--- src/dspm_pkg.sv ---
// ----------------------------------------------------------------------------
// dspm_pkg
// shared types and constants of the dot-star pattern matcher
// ----------------------------------------------------------------------------
`timescale 1ns / 1ps

package dspm_pkg;

  localparam int unsigned PatternMaxDef = 32;
  localparam int unsigned ActionW       = 2;
  localparam int unsigned TokenIndexW   = 5;
  localparam int unsigned ByteW         = 8;

  typedef enum logic [ActionW-1:0] {
    ACT_LOAD = 2'd0,
    ACT_BYTE = 2'd1,
    ACT_END  = 2'd2
  } action_e;

  typedef struct packed {
    logic load;
    logic advance;
    logic finish;
  } cmd_t;

endpackage

--- src/dspm_token_store.sv ---
// ----------------------------------------------------------------------------
// dspm_token_store
// pattern token registers and pattern length, written one token per load item
// ----------------------------------------------------------------------------
`timescale 1ns / 1ps

module dspm_token_store import dspm_pkg::*; #(
  parameter int unsigned PatternMax = PatternMaxDef,
  localparam int unsigned LenW      = $clog2(PatternMax + 1)
) (
  input  logic                               clk_i,
  input  logic                               rst_ni,
  input  cmd_t                               cmd_i,
  input  logic [TokenIndexW-1:0]             token_index_i,
  input  logic [ByteW-1:0]                   token_byte_i,
  input  logic                               token_any_i,
  input  logic                               token_star_i,
  input  logic                               token_final_i,
  output logic [PatternMax-1:0][ByteW-1:0]   tok_byte_o,
  output logic [PatternMax-1:0]              tok_any_o,
  output logic [PatternMax-1:0]              tok_star_o,
  output logic [LenW-1:0]                    pat_len_o
);

  logic [PatternMax-1:0][ByteW-1:0] tok_byte_q;
  logic [PatternMax-1:0]            tok_any_q;
  logic [PatternMax-1:0]            tok_star_q;
  logic [LenW-1:0]                  pat_len_q, pat_len_d;
  logic                             in_range;

  assign in_range = 32'(token_index_i) < 32'(PatternMax);

  always_ff @(posedge clk_i) begin
    for (int j = 0; j < PatternMax; j++) begin
      if (cmd_i.load && (32'(token_index_i) == 32'(j))) begin
        tok_byte_q[j] <= token_byte_i;
        tok_any_q[j]  <= token_any_i;
        tok_star_q[j] <= token_star_i;
      end
    end
  end

  always_comb begin
    pat_len_d = pat_len_q;
    if (cmd_i.load && in_range && token_final_i) begin
      pat_len_d = LenW'(32'(token_index_i) + 32'd1);
    end
  end

  always_ff @(posedge clk_i or negedge rst_ni) begin
    if (!rst_ni) begin
      pat_len_q <= '0;
    end else begin
      pat_len_q <= pat_len_d;
    end
  end

  assign tok_byte_o = tok_byte_q;
  assign tok_any_o  = tok_any_q;
  assign tok_star_o = tok_star_q;
  assign pat_len_o  = pat_len_q;

endmodule

--- src/dspm_advance.sv ---
// ----------------------------------------------------------------------------
// dspm_advance
// active-position vector with star closure, byte step and verdict
// ----------------------------------------------------------------------------
`timescale 1ns / 1ps

module dspm_advance import dspm_pkg::*; #(
  parameter int unsigned PatternMax = PatternMaxDef,
  localparam int unsigned LenW      = $clog2(PatternMax + 1),
  localparam int unsigned PosN      = PatternMax + 1
) (
  input  logic                               clk_i,
  input  logic                               rst_ni,
  input  cmd_t                               cmd_i,
  input  logic [ByteW-1:0]                   subject_byte_i,
  input  logic [PatternMax-1:0][ByteW-1:0]   tok_byte_i,
  input  logic [PatternMax-1:0]              tok_any_i,
  input  logic [PatternMax-1:0]              tok_star_i,
  input  logic [LenW-1:0]                    pat_len_i,
  output logic                               verdict_o
);

  logic [PosN-1:0]       active_q, active_d;
  logic [PosN-1:0]       closed;
  logic [PosN-1:0]       carry_p;
  logic [PatternMax-1:0] len_mask;
  logic [PatternMax-1:0] hit;
  logic [PatternMax-1:0] stay;
  logic [PatternMax-1:0] move;

  // parallel prefix: closed[k] = active[k] | (star[k-1] & closed[k-1])
  function automatic logic [PosN-1:0] close_stars(input logic [PosN-1:0] g_in,
                                                  input logic [PosN-1:0] p_in);
    logic [PosN-1:0] g;
    logic [PosN-1:0] p;
    logic [PosN-1:0] g_n;
    logic [PosN-1:0] p_n;
    g = g_in;
    p = p_in;
    for (int d = 1; d < PosN; d = d * 2) begin
      g_n = g;
      p_n = p;
      for (int k = d; k < PosN; k++) begin
        g_n[k] = g[k] | (p[k] & g[k-d]);
        p_n[k] = p[k] & p[k-d];
      end
      g = g_n;
      p = p_n;
    end
    return g;
  endfunction

  always_comb begin
    for (int j = 0; j < PatternMax; j++) begin
      len_mask[j] = 32'(j) < 32'(pat_len_i);
    end
    carry_p = {tok_star_i & len_mask, 1'b0};
    closed  = close_stars(active_q, carry_p);
    for (int j = 0; j < PatternMax; j++) begin
      hit[j] = closed[j] & len_mask[j] &
               (tok_any_i[j] || (tok_byte_i[j] == subject_byte_i));
    end
    stay = hit & tok_star_i;
    move = hit & ~tok_star_i;
  end

  always_comb begin
    active_d = active_q;
    priority if (cmd_i.load || cmd_i.finish) begin
      active_d = PosN'(1);
    end else if (cmd_i.advance) begin
      active_d = {1'b0, stay} | {move, 1'b0};
    end
  end

  always_ff @(posedge clk_i or negedge rst_ni) begin
    if (!rst_ni) begin
      active_q <= PosN'(1);
    end else begin
      active_q <= active_d;
    end
  end

  assign verdict_o = closed[pat_len_i];

endmodule

--- src/dot_star_pattern_matcher_top.sv ---
// ----------------------------------------------------------------------------
// dot_star_pattern_matcher_top
// whole-string matcher for patterns of literal or any-byte tokens with star
// ----------------------------------------------------------------------------
// an accepted end item is held in the input register until it executes; its verdict is then registered in matched_o
// throughput: one item per cycle; an end item waits only while a verdict is stalled
// the byte step and star closure are one prefix network between input and state registers
// reset: empty pattern, active position zero only, no item held, no verdict pending
// pattern tokens are undefined until loaded
`timescale 1ns / 1ps

module dot_star_pattern_matcher_top import dspm_pkg::*; #(
  parameter int unsigned PatternMax = PatternMaxDef
) (
  input  logic                   clk_i,
  input  logic                   rst_ni,
  input  logic                   in_valid_i,
  output logic                   in_stall_o,
  input  logic [ActionW-1:0]     action_i,
  input  logic [TokenIndexW-1:0] token_index_i,
  input  logic [ByteW-1:0]       token_byte_i,
  input  logic                   token_any_i,
  input  logic                   token_star_i,
  input  logic                   token_final_i,
  input  logic [ByteW-1:0]       subject_byte_i,
  output logic                   out_valid_o,
  input  logic                   out_stall_i,
  output logic                   matched_o
);

  localparam int unsigned LenW = $clog2(PatternMax + 1);

  logic                   in_valid_q, in_valid_d;
  logic [ActionW-1:0]     action_q;
  logic [TokenIndexW-1:0] token_index_q;
  logic [ByteW-1:0]       token_byte_q;
  logic                   token_any_q;
  logic                   token_star_q;
  logic                   token_final_q;
  logic [ByteW-1:0]       subject_byte_q;
  logic                   out_valid_q, out_valid_d;
  logic                   matched_q;
  logic                   exec;
  logic                   in_accept;
  logic                   verdict;
  cmd_t                   cmd;

  logic [PatternMax-1:0][ByteW-1:0] tok_byte;
  logic [PatternMax-1:0]            tok_any;
  logic [PatternMax-1:0]            tok_star;
  logic [LenW-1:0]                  pat_len;

  // an end item needs a free result register
  assign exec       = in_valid_q &&
                      ((action_q != ACT_END) || !out_valid_q || !out_stall_i);
  assign in_stall_o = in_valid_q && !exec;
  assign in_accept  = in_valid_i && !in_stall_o;

  always_comb begin
    cmd = '0;
    unique case (action_q)
      ACT_LOAD: cmd.load    = exec;
      ACT_BYTE: cmd.advance = exec;
      ACT_END:  cmd.finish  = exec;
      default:  cmd         = '0;
    endcase
  end

  always_comb begin
    in_valid_d = in_valid_q;
    priority if (in_accept) begin
      in_valid_d = 1'b1;
    end else if (exec) begin
      in_valid_d = 1'b0;
    end
  end

  always_comb begin
    out_valid_d = out_valid_q;
    priority if (cmd.finish) begin
      out_valid_d = 1'b1;
    end else if (!out_stall_i) begin
      out_valid_d = 1'b0;
    end
  end

  always_ff @(posedge clk_i or negedge rst_ni) begin
    if (!rst_ni) begin
      in_valid_q  <= 1'b0;
      out_valid_q <= 1'b0;
    end else begin
      in_valid_q  <= in_valid_d;
      out_valid_q <= out_valid_d;
    end
  end

  always_ff @(posedge clk_i) begin
    if (in_accept) begin
      action_q       <= action_i;
      token_index_q  <= token_index_i;
      token_byte_q   <= token_byte_i;
      token_any_q    <= token_any_i;
      token_star_q   <= token_star_i;
      token_final_q  <= token_final_i;
      subject_byte_q <= subject_byte_i;
    end
    if (cmd.finish) begin
      matched_q <= verdict;
    end
  end

  dspm_token_store #(
    .PatternMax (PatternMax)
  ) u_token_store (
    .clk_i         (clk_i),
    .rst_ni        (rst_ni),
    .cmd_i         (cmd),
    .token_index_i (token_index_q),
    .token_byte_i  (token_byte_q),
    .token_any_i   (token_any_q),
    .token_star_i  (token_star_q),
    .token_final_i (token_final_q),
    .tok_byte_o    (tok_byte),
    .tok_any_o     (tok_any),
    .tok_star_o    (tok_star),
    .pat_len_o     (pat_len)
  );

  dspm_advance #(
    .PatternMax (PatternMax)
  ) u_advance (
    .clk_i          (clk_i),
    .rst_ni         (rst_ni),
    .cmd_i          (cmd),
    .subject_byte_i (subject_byte_q),
    .tok_byte_i     (tok_byte),
    .tok_any_i      (tok_any),
    .tok_star_i     (tok_star),
    .pat_len_i      (pat_len),
    .verdict_o      (verdict)
  );

  assign out_valid_o = out_valid_q;
  assign matched_o   = matched_q;

  // a new verdict appears only from an executed end item
  a_verdict_source: assert property (@(posedge clk_i) disable iff (!rst_ni)
    $rose(out_valid_q) |-> $past(cmd.finish))
    else $error("verdict without end item");

  // a stalled verdict is never overwritten
  a_no_overwrite: assert property (@(posedge clk_i) disable iff (!rst_ni)
    (out_valid_q && out_stall_i) |-> !cmd.finish)
    else $error("pending verdict overwritten");

  // the input side stalls only while it holds an item
  a_stall_held: assert property (@(posedge clk_i) disable iff (!rst_ni)
    in_stall_o |-> (in_valid_q && (action_q == ACT_END)))
    else $error("stall without held end item");

  // pattern length never exceeds the token store
  a_len_range: assert property (@(posedge clk_i) disable iff (!rst_ni)
    32'(pat_len) <= 32'(PatternMax))
    else $error("pattern length out of range");

endmodule

--- config.mk ---
export PLATFORM = sky130hd
export DESIGN_NAME = dot_star_pattern_matcher_top
export DESIGN_NICKNAME = d
export VERILOG_FILES = /design/src/dspm_pkg.sv /design/src/dspm_token_store.sv /design/src/dspm_advance.sv /design/src/dot_star_pattern_matcher_top.sv
export SDC_FILE = /design/constraint.sdc
export NUM_CORES = 1
export LEC_CHECK = 0
export ABC_AREA = 1
export BUFFER_PORTS_ARGS = -buffer_cell sky130_fd_sc_hd__buf_2
export CAP_MARGIN = 20
export CORE_UTILIZATION = 30
export DETAILED_ROUTE_END_ITERATION = 10
export PLACE_DENSITY = 0.52
export SYNTH_ARGS = -nofsm -noshare
export SYNTH_HDL_FRONTEND = slang
export SYNTH_SLANG_ARGS = --single-unit
export TNS_END_PERCENT = 50
--- constraint.sdc ---
create_clock -name clk_i -period 2.2 [get_ports clk_i]
set_input_delay 0.11 -clock clk_i [delete_from_list [all_inputs] [get_ports clk_i]]
set_output_delay 0.11 -clock clk_i [all_outputs]
set_load 0.01 [all_outputs]
Word level (Yosys, flattened, before mapping):

Cells that the tools add are included.

* add/sub/neg operators: 1
* order comparisons: 33
* equal/unequal tests: 67
* mux-type cells: 11
* bitwise logic cells: 442
* reductions and logical operators: 79

Operators by type and width (count)
* $and 1x1->1: 302
* $eq 8x8->1: 32
* $or 1x1->1: 135
* $and 32x32->32: 3
* $lt 5x6->1 const A: 16
* $eq 5x5->1 const B: 16
* $mux 33: 2
* $lt 4x6->1 const A: 8
* $eq 5x4->1 const B: 8
* $logic_and 1x1->1: 36
* $logic_or 1x1->1: 35
* $or 32x33->33: 1
* $not 32->32: 1
* $lt 3x6->1 const A: 4
* $eq 5x3->1 const B: 4
* $lt 1x6->1 const A: 2
* $lt 2x6->1 const A: 2
* $eq 5x2->1 const B: 2
* $mux 1: 8
* $lt 6x7->1 const B: 1
* $add 5x1->6 const B: 1
* $bmux 1 s6: 1
* $eq 5x1->1 const B: 1
* $logic_not 5->1: 1
* other kinds (7): 11

* register bits: 388
* input bits: 30
* word-level logic and storage cells: 741

Depth between registers and ports, before layout:

Gate-level depths: netlist of run 1.

* depth in word-level cells: 18
* mapped depth: 21
* mapped depth without buffers: 20

Cells and area by module:

A second synthesis of run 1 with hierarchy kept.

* cells, all modules: 1676
* area, all modules: 18569.1 sq um

By module, submodules not included
* dspm_token_store: instances 1, cells an instance 420, area each 10196.0 sq um
* dspm_advance: instances 1, cells an instance 1212, area each 7438.4 sq um
* dot_star_pattern_matcher_top: instances 1, cells an instance 44, area each 934.6 sq um

Worst setup path before layout of run 1:

Ideal clock, no wire load.

* path kind: register to register
* start point: reg u_token_store.pat_len_q[5] (netlist: u_token_store.pat_len_o[5])
* end point: reg matched_q (netlist: matched_o), data pin
* arrival time: 1.962 ns
* required time: 1.946 ns
* path slack: -0.017 ns
* stages on the path, launching flop included: 20
* buffers on the path: 1
* clock period less this slack: 2.217 ns
* path through: dfrtp_1 nor2_4 buf_6 nand3_1 nand2_1 nand2_1 nand3_1 nand2_1 nand2_1 nand3_2 nand2_1 nand2_1 nand2_1 nand2_1 nor2_1 nor2_2 nor2_1 nand3_1 nand2_1 nand2_1

* cells in the longest elaborated chain, start to end: 15
* elaborated cells on any way between the ends: 408
* those cells by class: order compare (32); mux (2); bitwise (374)

RTL lines
* from (decl): line dspm_token_store.sv:28 `logic [LenW-1:0] pat_len_q, pat_len_d;`
* from (signal assigned): line dspm_token_store.sv:54 `pat_len_q <= pat_len_d;`
* $lt 1x6->1: line dspm_advance.sv:55 `len_mask[j] = 32'(j) < 32'(pat_len_i);`
* $and 32x32->32: line dspm_advance.sv:57 `carry_p = {tok_star_i & len_mask, 1'b0};`
* $and 1x1->1: line dspm_advance.sv:44 `g_n[k] = g[k] | (p[k] & g[k-d]);`
* $or 1x1->1: line dspm_advance.sv:44
* $and 1x1->1: line dspm_advance.sv:44
* $or 1x1->1: line dspm_advance.sv:44
* $and 1x1->1: line dspm_advance.sv:44
* $or 1x1->1: line dspm_advance.sv:44
* $and 1x1->1: line dspm_advance.sv:44
* $or 1x1->1: line dspm_advance.sv:44
* $and 1x1->1: line dspm_advance.sv:44
* $or 1x1->1 (2 in series): line dspm_advance.sv:44
* $bmux 1 s6 (*): line dspm_advance.sv:84 `assign verdict_o = closed[pat_len_i];`
* $mux 1 (implied by the code) (*): line dspm_advance.sv:84
* via u_advance.verdict_o: line dspm_advance.sv:20 `output logic verdict_o`
* to (signal assigned): line dot_star_pattern_matcher_top.sv:108 `matched_q <= verdict;`
* to (decl): line dot_star_pattern_matcher_top.sv:42 `logic matched_q;`

The timed path passes the listed nets; every way through them passes the cells marked *. The select of a mux whose other input is x is not followed.
A chain may end at the register's enable or synchronous reset.

Worst setup path after layout of run 1:

* start point: reg u_token_store.pat_len_q[4] (netlist: u_token_store.pat_len_o[4])
* end point: reg matched_q (netlist: matched_o), data pin

The elaborated chain is that of the path after synthesis.

==> flow_summary_export.csv, run 1 <==
group,metric,value,unit
sta,slew_viol_final,0,
clocking,clk_pin_slew_worst_paths,70,ps
placement,place_area,0.0220,mm2
critical_path,cp.required,2530,ps
cells_and_area,layout_common_cells,"347 x edfxtp_1, 300 x nand2_1, 285 x buf_4",
placement,place.gp.congestion,0.949,
yosys,yosysTopAreaCellShare,0.558,
routing,drc,0,
routing,wl,57.9,mm
routing,wl_per_cell,19.6,um
sta,hold_viol,0,
critical_path,arrival,2950,ps
sta,slew_headroom,0.316,
clocking,numCtsBuffers,44,
cells_and_area,drive_gt1_frac,0.310,
routing,ant_nets,0,
floorplanning,io_pins,33,
yosys,seq_area_frac_synth,0.613,
sta,worst_slew_pin_slew,1030,ps
global_routing,antenna_found_initial,1,
status,status,"finished with violations",
worst_hold_path,hold_path_class,"input pin to async pin",
cells_and_area,fin_nets,2125,
yosys,ys_top_cells_by_area,"edfxtp_1 56%, nand2_1 7.1%, xor2_1 5.7%",
yosys,syn_inst,1715,
yosys,ys_async_sr_fraction,0.106,
cells_and_area,fin_area,0.0247,mm2
routing,via_per_inst,4.73,
sta,setup_viol,26,
routing,first_pass_iters,5,
global_routing,grt_overflow,0,
sta,fin_worst_skew,33.3,ps
global_routing,first_global_vias,14100,
placement,port_buffers,32,
critical_path,startpoint_type,"flip-flop",
global_routing,grt_pass1_wl,86.6,mm
yosys,synth_cell_types,56,
floorplanning,initial_core_util,0.303,
sta,whs,66.4,ps
status,violations,"setup timing",
floorplanning,core,0.0616,mm2
cells_and_area,area_growth,32.4,%
critical_path,crit_type,"flip-flop to flip-flop",
placement,hpwlAfterDp,40.9,mm
clocking,worstSkewPairLatency,600,ps
cells_and_area,fin_util,0.402,
yosys,ys_ff_latch,388,
critical_path,r2r_slack,-420,ps
global_routing,gr-usage-all-layers,0.183,
floorplanning,dieArea,0.0633,mm2
clocking,cts.sinks,388,
yosys,yosysWarnings,0,
sta,clock.fmax,0.382,GHz
sta,setup_slack,-419,ps
floorplanning,die_w,252,um
critical_path,crit_fanout,5,
clocking,cts_tree,"yes",
critical_path,critPathCaptureType,"flip-flop",
cells_and_area,diodes,0,
floorplanning,die_y,252,um
power_and_ir_drop,ir_drop,598,uV
yosys,synth_top_area_cell,"edfxtp_1",
yosys,postSynthNetCount,1751,
cells_and_area,final_common_cell,"edfxtp_1",
power_and_ir_drop,powerDensity,726,mW/mm2
power_and_ir_drop,p_leak,0.00952,uW
placement,place_ws,-727,ps
job,max_cap_violations,0,
yosys,synth_area,0.0187,mm2
clocking,clock-root-buffer,"clkbuf_16",
routing,vias,14000,
floorplanning,rows,91,
yosys,synth_ff_type,"edfxtp_1",
global_routing,grt_max_degree,34,
clocking,cts_buffer_depth,3,
clocking,h-tree-depth,2,
sta,min_period,2620,ps
routing,first_iter_violations,956,
yosys,synth_edf_count,347,
yosys,syn_avg_cell_area,10.9,um2
sta,rsz0062_at_grt,"yes",
sta,fin_crit_sh,1.19,
[cell families after synthesis]
family	after synthesis	share of synthesized area
xor gates and xnor gates	191	0.0895
AOI/OAI and AO/OA	210	0.0703
adders and majority gates	6	0.00402
buffers and inverters	202	0.0456
DFF	388	0.613
and+or+nand+nor	718	0.178
[final timing paths]
kind / startpoint / endpoint / cells after the start
worst min-delay path: rst_ni / u_advance.active_q[21] / 3
worst max register to register: u_token_store.pat_len_o[4] / matched_o / 19
worst min register to register: u_advance.active_q[32] / u_advance.active_q[32] / 2
max in group asynchronous: rst_ni / u_advance.active_q[0] / 3
min in group clk_i: subject_byte_i[2] / subject_byte_q[2] / 2
worst max-delay path: u_token_store.pat_len_o[4] / matched_o / 19
[routing by layer]
metal	part of all wire	vias to the layer above	GRT usage	routed length, um
met2	0.47	333	0.299	27000
met5	0	-	0	0
met3	0.041	83	0.0213	2350
met1	0.47	6911	0.254	27200
met4	0.024	0	0.0537	1390
li1	-	6678	-	-
[state kept, by name (all words and copies together) (netlist names)]
signal / cells
action_q: 2
in_valid_q: 1
matched_o: 1
out_valid_o: 1
subject_byte_q: 8
token_any_q: 1
token_byte_q: 8
token_final_q: 1
token_index_q: 5
token_star_q: 1
u_advance.active_q: 33
u_token_store.pat_len_o: 6
u_token_store.tok_any_o: 32
u_token_store.tok_byte_o: 256
u_token_store.tok_star_o: 32
[power by group]
group	internal (uW)	switching, uW
clock	4100	3080
sequential	8120	110
combinational	1120	1420
total	13300	4610
[stage by stage]
stage / TNS, ps / power [uW] / std cells
floorplan: 0 / 9400 / 1715
global placement: -10220 / 10400 / 2819
detailed placement: -10350 / 10400 / 2819
CTS: -5510 / 18000 / 2953
global route: -11010 / 18500 / 2960
finish: -6200 / 18000 / 2960
[Yosys cell counts, types with 3 or more instances]
master / number
nand2_1: 354
edfxtp_1: 347
inv_1: 138
nor2_1: 130
xor2_1: 121
nand3_1: 74
o21ai_0: 70
xnor2_1: 70
dfrtp_1: 40
a21oi_1: 37
nand4_1: 29
o22ai_1: 26
nor4_1: 25
buf_2: 20
clkbuf_1: 20
or2_2: 20
nand2_2: 17
nor2_2: 17
nand3_2: 16
nor3_1: 12
o21ai_1: 12
a41oi_1: 11
a221oi_1: 10
buf_6: 8
inv_2: 8
nor2_4: 7
o211ai_1: 7
ha_1: 6
nand3b_1: 6
a2111oi_0: 5
a41o_1: 5
a22oi_1: 4
a31oi_1: 4
a211oi_1: 3
buf_1: 3
nand2_4: 3
nor3_2: 3
o21ai_2: 3
o221ai_1: 3
[final cells by class]
cell class / instances / area [um2]
fill: 5924 / 36900
inverter: 150 / 581
clock buffer: 61 / 1200
sequential: 388 / 11500
multi-input combinational: 1126 / 7100
tap: 837 / 1050
clock inverter: 19 / 200
timing repair buffer: 379 / 3150
[critical path, stage by stage, from the launching register on]
cell and delay (ps):
dfrtp_2 460, nor2_4 260, buf_6 160, nand3_2 80
nand3_2 90, nand2_2 70, buf_4 140, nand2_1 70
nand2_2 110, buf_4 160, nand3_1 70, nand3_2 100
nand2_2 90, nand2_1 70, nor2_2 100, nor2_2 40
nor2_1 90, nand3_1 70, nand2_1 80, nand2_1 50
[repair_timing]
action,in CTS,in global routing
pin swaps,39,23
resized for setup,151,65
endpoints found under the hold margin,69,0
hold buffers,29,0
setup endpoints to repair,29,33
buffers inserted,24,6
cloned,2,1
No activity file was read; power rests on OpenSTA's default activity.
==> run 2: changes to the inputs <==
--- a/config.mk
+++ b/config.mk
@@ -11,6 +11,8 @@
 export CORE_UTILIZATION = 30
 export DETAILED_ROUTE_END_ITERATION = 10
 export PLACE_DENSITY = 0.52
+export SETUP_SLACK_MARGIN = 0.2
+export SKIP_LAST_GASP = 1
 export SYNTH_ARGS = -nofsm -noshare
 export SYNTH_HDL_FRONTEND = slang
 export SYNTH_SLANG_ARGS = --single-unit
==> constraint.sdc (replaced) <==
create_clock -name clk_i -period 2.2 [get_ports clk_i]
set_input_delay 0.33 -clock clk_i [delete_from_list [all_inputs] [get_ports clk_i]]
set_output_delay 0.33 -clock clk_i [all_outputs]
set_load 0.01 [all_outputs]
==> run 2 against run 1 <==
The run still ends with setup timing left; utilization shrank 0.57 points; via count shrank 0.94%; non-clock buffer count down 33; hold slack worse by 41 ps; clock power hardly changed; final area down 1.4%; die area stayed put; critical path type unchanged; largest power group unchanged.
==> flow_summary_export.csv, run 2 (same netlist as run 1, synthesis figures left out) <==
group,metric,value,unit
status,status,"finished with violations",
status,violations,"setup timing",
cells_and_area,drive_gt1_frac,0.295,
power_and_ir_drop,p_leak,0.00939,uW
routing,via_per_inst,4.74,
placement,place_area,0.0219,mm2
sta,clock.fmax,0.389,GHz
floorplanning,initial_core_util,0.303,
floorplanning,die_y,252,um
job,max_cap_violations,0,
sta,setup_tns,-5790,ps
critical_path,critPathCaptureType,"flip-flop",
power_and_ir_drop,powerDensity,731,mW/mm2
cells_and_area,fin_area,0.0244,mm2
floorplanning,core,0.0616,mm2
global_routing,grt_overflow,0,
cells_and_area,fin_nets,2091,
global_routing,grt_max_degree,34,
sta,min_period,2570,ps
cells_and_area,diodes,0,
critical_path,max_stage_delay,490,ps
clocking,cts_buffer_depth,3,
clocking,numCtsBuffers,44,
clocking,worstSkewPairLatency,590,ps
clocking,h-tree-depth,2,
critical_path,startpoint_type,"flip-flop",
floorplanning,dieArea,0.0633,mm2
clocking,clk_pin_slew_worst_paths,70,ps
sta,setup_viol,27,
sta,slew_headroom,0.305,
routing,wl,57.7,mm
global_routing,grt_pass1_wl,85.3,mm
critical_path,critPathTopFamily,"simple AND/OR/NAND/NOR gates",
placement,port_buffers,32,
global_routing,antenna_found_initial,2,
floorplanning,io_pins,33,
routing,vias,13900,
routing,first_iter_violations,1108,
global_routing,first_global_vias,13900,
placement,place.gp.congestion,0.939,
cells_and_area,layout_common_cells,"347 x edfxtp_1, 304 x nand2_1, 253 x buf_4",
critical_path,crit_fanout,6,
critical_path,cp.required,2550,ps
power_and_ir_drop,ir_drop,606,uV
sta,rsz0062_at_grt,"yes",
floorplanning,rows,91,
cells_and_area,largest_register_ffs,256,
cells_and_area,final_common_cell,"edfxtp_1",
critical_path,arrival,2920,ps
clocking,cts.sinks,388,
routing,first_pass_iters,5,
critical_path,worstPathCellList,"nor2_4 -> buf_6 -> nand2_2 -> nand2_2 -> nor2_4 -> nand2_1 -> inv_2 -> a21oi_2 -> inv_1 -> a21oi_1 -> nand3_2 -> nand2_1 -> nand2_1 -> o21ai_1 -> nand3_1 -> nand2_1 -> nand2_1",
floorplanning,die_w,252,um
sta,fin_worst_skew,18.1,ps
critical_path,crit_type,"flip-flop to flip-flop",
routing,wl_per_cell,19.7,um
cells_and_area,area_growth,30.5,%
critical_path,cp_slowest_cell,"dfrtp_2",
sta,fin_crit_sh,1.17,
sta,hold_viol,0,
routing,ant_nets,0,
critical_path,cp.buffers_inverters,3,
worst_hold_path,hold_path_class,"input pin to flip-flop",
sta,worst_slew_pin_slew,1040,ps
routing,drc,0,
placement,dp.cells,2797,
clocking,cts_tree,"yes",
critical_path,crit_top_cell,"nand2_1",
sta,setup_slack,-373,ps
sta,slew_viol_final,0,
clocking,clock-root-buffer,"clkbuf_16",
global_routing,gr-usage-all-layers,0.182,
power_and_ir_drop,total_power,17800,uW
cells_and_area,final_cells,2928,
placement,hpwlAfterDp,40.8,mm
[run 2: changes by cell type in the layout (fill, tap and decap cells not counted), sizes merged]
cell,change
nor2,-1
clkinvlp,+2
inv,+2
buf,-31
clkbuf,-5
dlygate4sd3,-1
clkinv,+2
[run 2: through the flow]
step	setup slack (ps)	hold slack [ps]	utilization
finish	-373	24.9	0.396
global route	-552	35.4	0.396
CTS	-343	3.41	0.392
detailed placement	-613	372	0.355
global placement	-656	374	0.355
floorplan	22.6	34.4	-
[run 2: worst reg2reg max path: cells and delay by family (launching register included)]
family / cells / cell delay, ps
flip-flops: 1 / 490
AND/OR/NAND/NOR: 11 / 1040
buffers and inverters: 3 / 330
AO/OA/AOI/OAI: 3 / 480
[run 2: power breakdown]
group | internal, uW | switching [uW] | leakage (uW)
clock | 4100 | 3090 | 0.000684
sequential | 8120 | 90.2 | 0.00369
combinational | 1030 | 1400 | 0.00501
total | 13300 | 4580 | 0.00939
[run 2: final timing paths]
| check | cells after the start | from | slack, ps | end |
|---|---|---|---|---|
| worst min register to register | 2 | out_valid_o | 530 | out_valid_o |
| worst max-delay path | 17 | u_token_store.pat_len_o[2] | -370 | matched_o |
| min in group asynchronous | 2 | rst_ni | 300 | u_token_store.pat_len_o[0] |
| worst max register to register | 17 | u_token_store.pat_len_o[2] | -370 | matched_o |
| worst min-delay path | 3 | out_stall_i | 20 | out_valid_o |
| max in group asynchronous | 3 | rst_ni | 1350 | u_advance.active_q[5] |
[run 2: layer usage]
layer	GRT usage	share of wire	wire, um	vias to the layer above
met5	0	0	0	-
met4	0.0570	0.030	1730	0
met3	0.0274	0.048	2760	87
met2	0.297	0.47	27000	343
met1	0.247	0.45	26200	6828
li1	-	-	-	6616
[run 2: repair_timing]
item / CTS / global route
gates cloned: 0 / 0
setup buffers: 18 / 3
setup endpoints to repair: 34 / 44
pin swaps: 40 / 21
endpoints found under the hold margin: 47 / 0
gates resized for setup: 126 / 59
hold buffers: 28 / 0
[run 2: area by class of cell]
class / count / area [um2]
clock inverter: 25 / 215
fill: 6000 / 37200
inverter: 150 / 571
timing repair buffer: 346 / 2900
clock buffer: 57 / 1190
tap: 837 / 1050
multi-input combinational: 1125 / 7000
sequential: 388 / 11500
==> run 3: changes to the inputs <==
--- a/config.mk
+++ b/config.mk
@@ -8,12 +8,13 @@
 export ABC_AREA = 1
 export BUFFER_PORTS_ARGS = -buffer_cell sky130_fd_sc_hd__buf_2
 export CAP_MARGIN = 20
-export CORE_UTILIZATION = 30
+export CORE_UTILIZATION = 25
 export DETAILED_ROUTE_END_ITERATION = 10
-export PLACE_DENSITY = 0.52
+export PLACE_DENSITY = 0.46
 export SETUP_SLACK_MARGIN = 0.2
 export SKIP_LAST_GASP = 1
 export SYNTH_ARGS = -nofsm -noshare
 export SYNTH_HDL_FRONTEND = slang
+export SYNTH_HIERARCHICAL = 1
 export SYNTH_SLANG_ARGS = --single-unit
 export TNS_END_PERCENT = 50
==> run 3 against run 2 <==
The run still ends with setup timing left; hold slack better by 36 ps; sequential cell count stayed put; clock power is 8.5% higher; critical path depth is 1 lower; global-route usage is 2.1 points lower; synthesized area is 0.62% lower; non-clock buffer count is 73 higher; die area is 19% higher; clock-buffer cell count is 4 lower; critical endpoint unchanged; highest routed layer unchanged.
==> flow_summary_export.csv, run 3 <==
group,metric,value,unit
clocking,cts_buffer_depth,3,
power_and_ir_drop,powerDensity,729,mW/mm2
critical_path,reg2reg_from,"u_token_store/pat_len_o[2]",
global_routing,gr-usage-all-layers,0.161,
placement,port_buffers,32,
global_routing,grt_pass1_wl,90.1,mm
yosys,syn_avg_cell_area,11.1,um2
worst_hold_path,hold_path_class,"input pin to flip-flop",
power_and_ir_drop,switchingPower,4830,uW
floorplanning,rows,99,
critical_path,ff2ff_path_depth,16,
clocking,clock-root-buffer,"clkbuf_16",
critical_path,r2r_slack,-400,ps
cells_and_area,diodes,0,
sta,fin_crit_sh,1.18,
floorplanning,die_y,275,um
power_and_ir_drop,swShare,0.255,
floorplanning,die_w,275,um
global_routing,first_global_vias,14300,
sta,hold_viol,0,
routing,drc,0,
cells_and_area,area_growth,39.6,%
power_and_ir_drop,p_seq_frac,0.435,
sta,slew_headroom,0.577,
floorplanning,core,0.0732,mm2
critical_path,arrival,2940,ps
floorplanning,io_pins,33,
sta,worst_slew_pin_slew,633,ps
power_and_ir_drop,total_power,18900,uW
clocking,cts_tree,"yes",
yosys,synth_top_area_cell,"edfxtp_1",
yosys,synth_ff_type,"edfxtp_1",
routing,vias,14100,
placement,dp.cells,2918,
placement,hpwlAfterDp,42.6,mm
clocking,h-tree-depth,2,
yosys,ys_top_cells_by_area,"edfxtp_1 56%, xor2_1 6.8%, nand2_1 6.7%",
yosys,ys_top_cells_by_count,"347 x edfxtp_1, 331 x nand2_1, 145 x xor2_1",
power_and_ir_drop,ir_drop,573,uV
sta,fin_worst_skew,38.5,ps
cells_and_area,largest_register_ffs,256,
clocking,numCtsBuffers,46,
status,violations,"setup timing",
power_and_ir_drop,internal-power,14100,uW
yosys,syn_inst,1676,
yosys,yosysTopAreaCellShare,0.561,
sta,setup_viol,22,
floorplanning,initial_core_util,0.254,
yosys,postSynthNetCount,1712,
clocking,cts.sinks,388,
placement,place_ws,-725,ps
yosys,synth_edf_count,347,
sta,slew_viol_final,0,
routing,wl_per_cell,19.8,um
critical_path,rr_endpoint,"matched_o",
yosys,synth_area,0.0186,mm2
worst_hold_path,holdPathEnd,"token_index_q[4]",
routing,via_per_inst,4.55,
sta,rsz0062_at_grt,"yes",
cells_and_area,final_common_cell,"edfxtp_1",
placement,place.gp.congestion,0.936,
yosys,yosysWarnings,6,
routing,ant_nets,0,
sta,setup_slack,-404,ps
routing,first_iter_violations,1027,
global_routing,grt_overflow,0,
yosys,seq_area_frac_synth,0.616,
cells_and_area,fin_nets,2131,
clocking,clk_pin_slew_worst_paths,60,ps
yosys,synth.most_common_cell,"edfxtp_1",
routing,wl,61.0,mm
yosys,synth_cell_types,56,
sta,whs,61.2,ps
power_and_ir_drop,p_leak,0.00996,uW
cells_and_area,final_cells,3089,
critical_path,crit_type,"flip-flop to flip-flop",
yosys,ys_async_sr_fraction,0.106,
global_routing,grt_max_degree,33,
clocking,worstSkewPairLatency,610,ps
cells_and_area,nFillCells,7159,
worst_hold_path,hold_path_depth,1,
job,max_cap_violations,0,
cells_and_area,drive_gt1_frac,0.368,
global_routing,antenna_found_initial,2,
yosys,ys_ff_latch,388,
power_and_ir_drop,p_comb_frac,0.152,
cells_and_area,layout_common_cells,"347 x edfxtp_1, 303 x buf_4, 262 x nand2_1",
routing,first_pass_iters,5,
sta,min_period,2600,ps
critical_path,cp.required,2530,ps
critical_path,critPathCaptureType,"flip-flop",
worst_hold_path,min-delay-start,"token_index_i[4]",
status,status,"finished with violations",
sta,clock.fmax,0.384,GHz
critical_path,crit_fanout,8,
floorplanning,dieArea,0.0754,mm2
critical_path,startpoint_type,"flip-flop",
power_and_ir_drop,clock_power_share,0.413,
==> run 3: cell types whose count changed after synthesis, sizes merged, moves of 7 or more <==
cell / delta
nand2: -24
xor2: +24
o21ai: -16
inv: -12
nand3: +8
xnor2: -8
nor2: -7
==> run 3: layout make-up <==
| cell class | instances | area (um2) | share of cell area |
|---|---|---|---|
| Timing Repair Buffer | 419 | 3600 | 0.139 |
| Clock inverter | 30 | 384 | 0.0148 |
| Clock buffer | 53 | 1180 | 0.0454 |
| Multi-Input combinational cell | 1102 | 7570 | 0.292 |
| Inverter | 138 | 539 | 0.0208 |
| Sequential cell | 388 | 11500 | 0.442 |
| Tap cell | 959 | 1200 | 0.0463 |
==> run 3: worst max-delay path, stage by stage (launching register included) <==
cell and delay, ps:
dfrtp_2 460, buf_12 150, nor2_8 210, nand3_4 130
buf_6 140, nand4_1 80, nand2_2 130, nand2_2 110
nand2_2 60, nor2_4 130, nor2_2 70, nor3_2 250
a21oi_1 130, nor2_2 90, nor2_1 40, nor2_1 100
nand2_1 70
==> run 3: metrics by stage <==
step / util / setup TNS, ps / instance area, um2
floorplan: - / -2.12 / 18600
global placement: 0.304 / -10570 / 22200
global route: 0.354 / -9090 / 25900
finish: 0.354 / -5270 / 25900
detailed placement: 0.304 / -10760 / 22200
CTS: 0.343 / -5620 / 25100
==> run 3: cell families (layout without fill, tap and decap cells) <==
family	count (synthesis)	count (layout)	synth area share
AND/OR/NAND/NOR	702	702	0.176
flip-flops	388	388	0.616
XOR/XNOR	207	207	0.0976
AO/OA/AOI/OAI	187	187	0.0639
buffers and inverters	186	640	0.0424
adder cells (fa/ha/maj)	6	6	0.00404
==> run 3: worst max path at each step <==
stage,start,end,slack [ps],cells after the start
final,u_token_store/pat_len_o[2],matched_o,-400,16
after global routing,u_token_store/pat_len_o[2],matched_o,-530,20
after CTS,u_token_store/pat_len_o[5],matched_o,-330,17
after detailed placement,u_token_store/pat_len_o[1],u_advance/active_q[20],-730,15
after global placement,u_token_store/pat_len_o[2],matched_o,-750,18
after floorplan,u_token_store/pat_len_o[2],matched_o,-2,19
==> run 3: power by group through the flow <==
stage / combinational [uW] / clock [uW] / sequential (uW)
floorplan: 1060 / 0 / 8350
global placement: 2220 / 0 / 8340
detailed placement: 2210 / 0 / 8350
CTS: 2660 / 8010 / 8210
global route: 3070 / 8270 / 8220
finish: 2880 / 7810 / 8210
==> run 3: what timing repair did <==
item,in CTS,in global routing
pin swaps,91,42
buffers inserted,31,27
gates cloned,0,2
hold endpoints to repair,42,0
gates resized for setup,220,128
hold buffers,28,0
endpoints found under the setup margin,33,126
==> run 3: per-layer routing <==
| layer | part of all wire | global-route usage | up-vias |
|---|---|---|---|
| met1 | 0.47 | 0.227 | 7029 |
| met5 | 0 | 0 | - |
| met4 | 0.016 | 0.0352 | 0 |
| li1 | - | - | 6663 |
| met3 | 0.041 | 0.0192 | 68 |
| met2 | 0.47 | 0.264 | 308 |
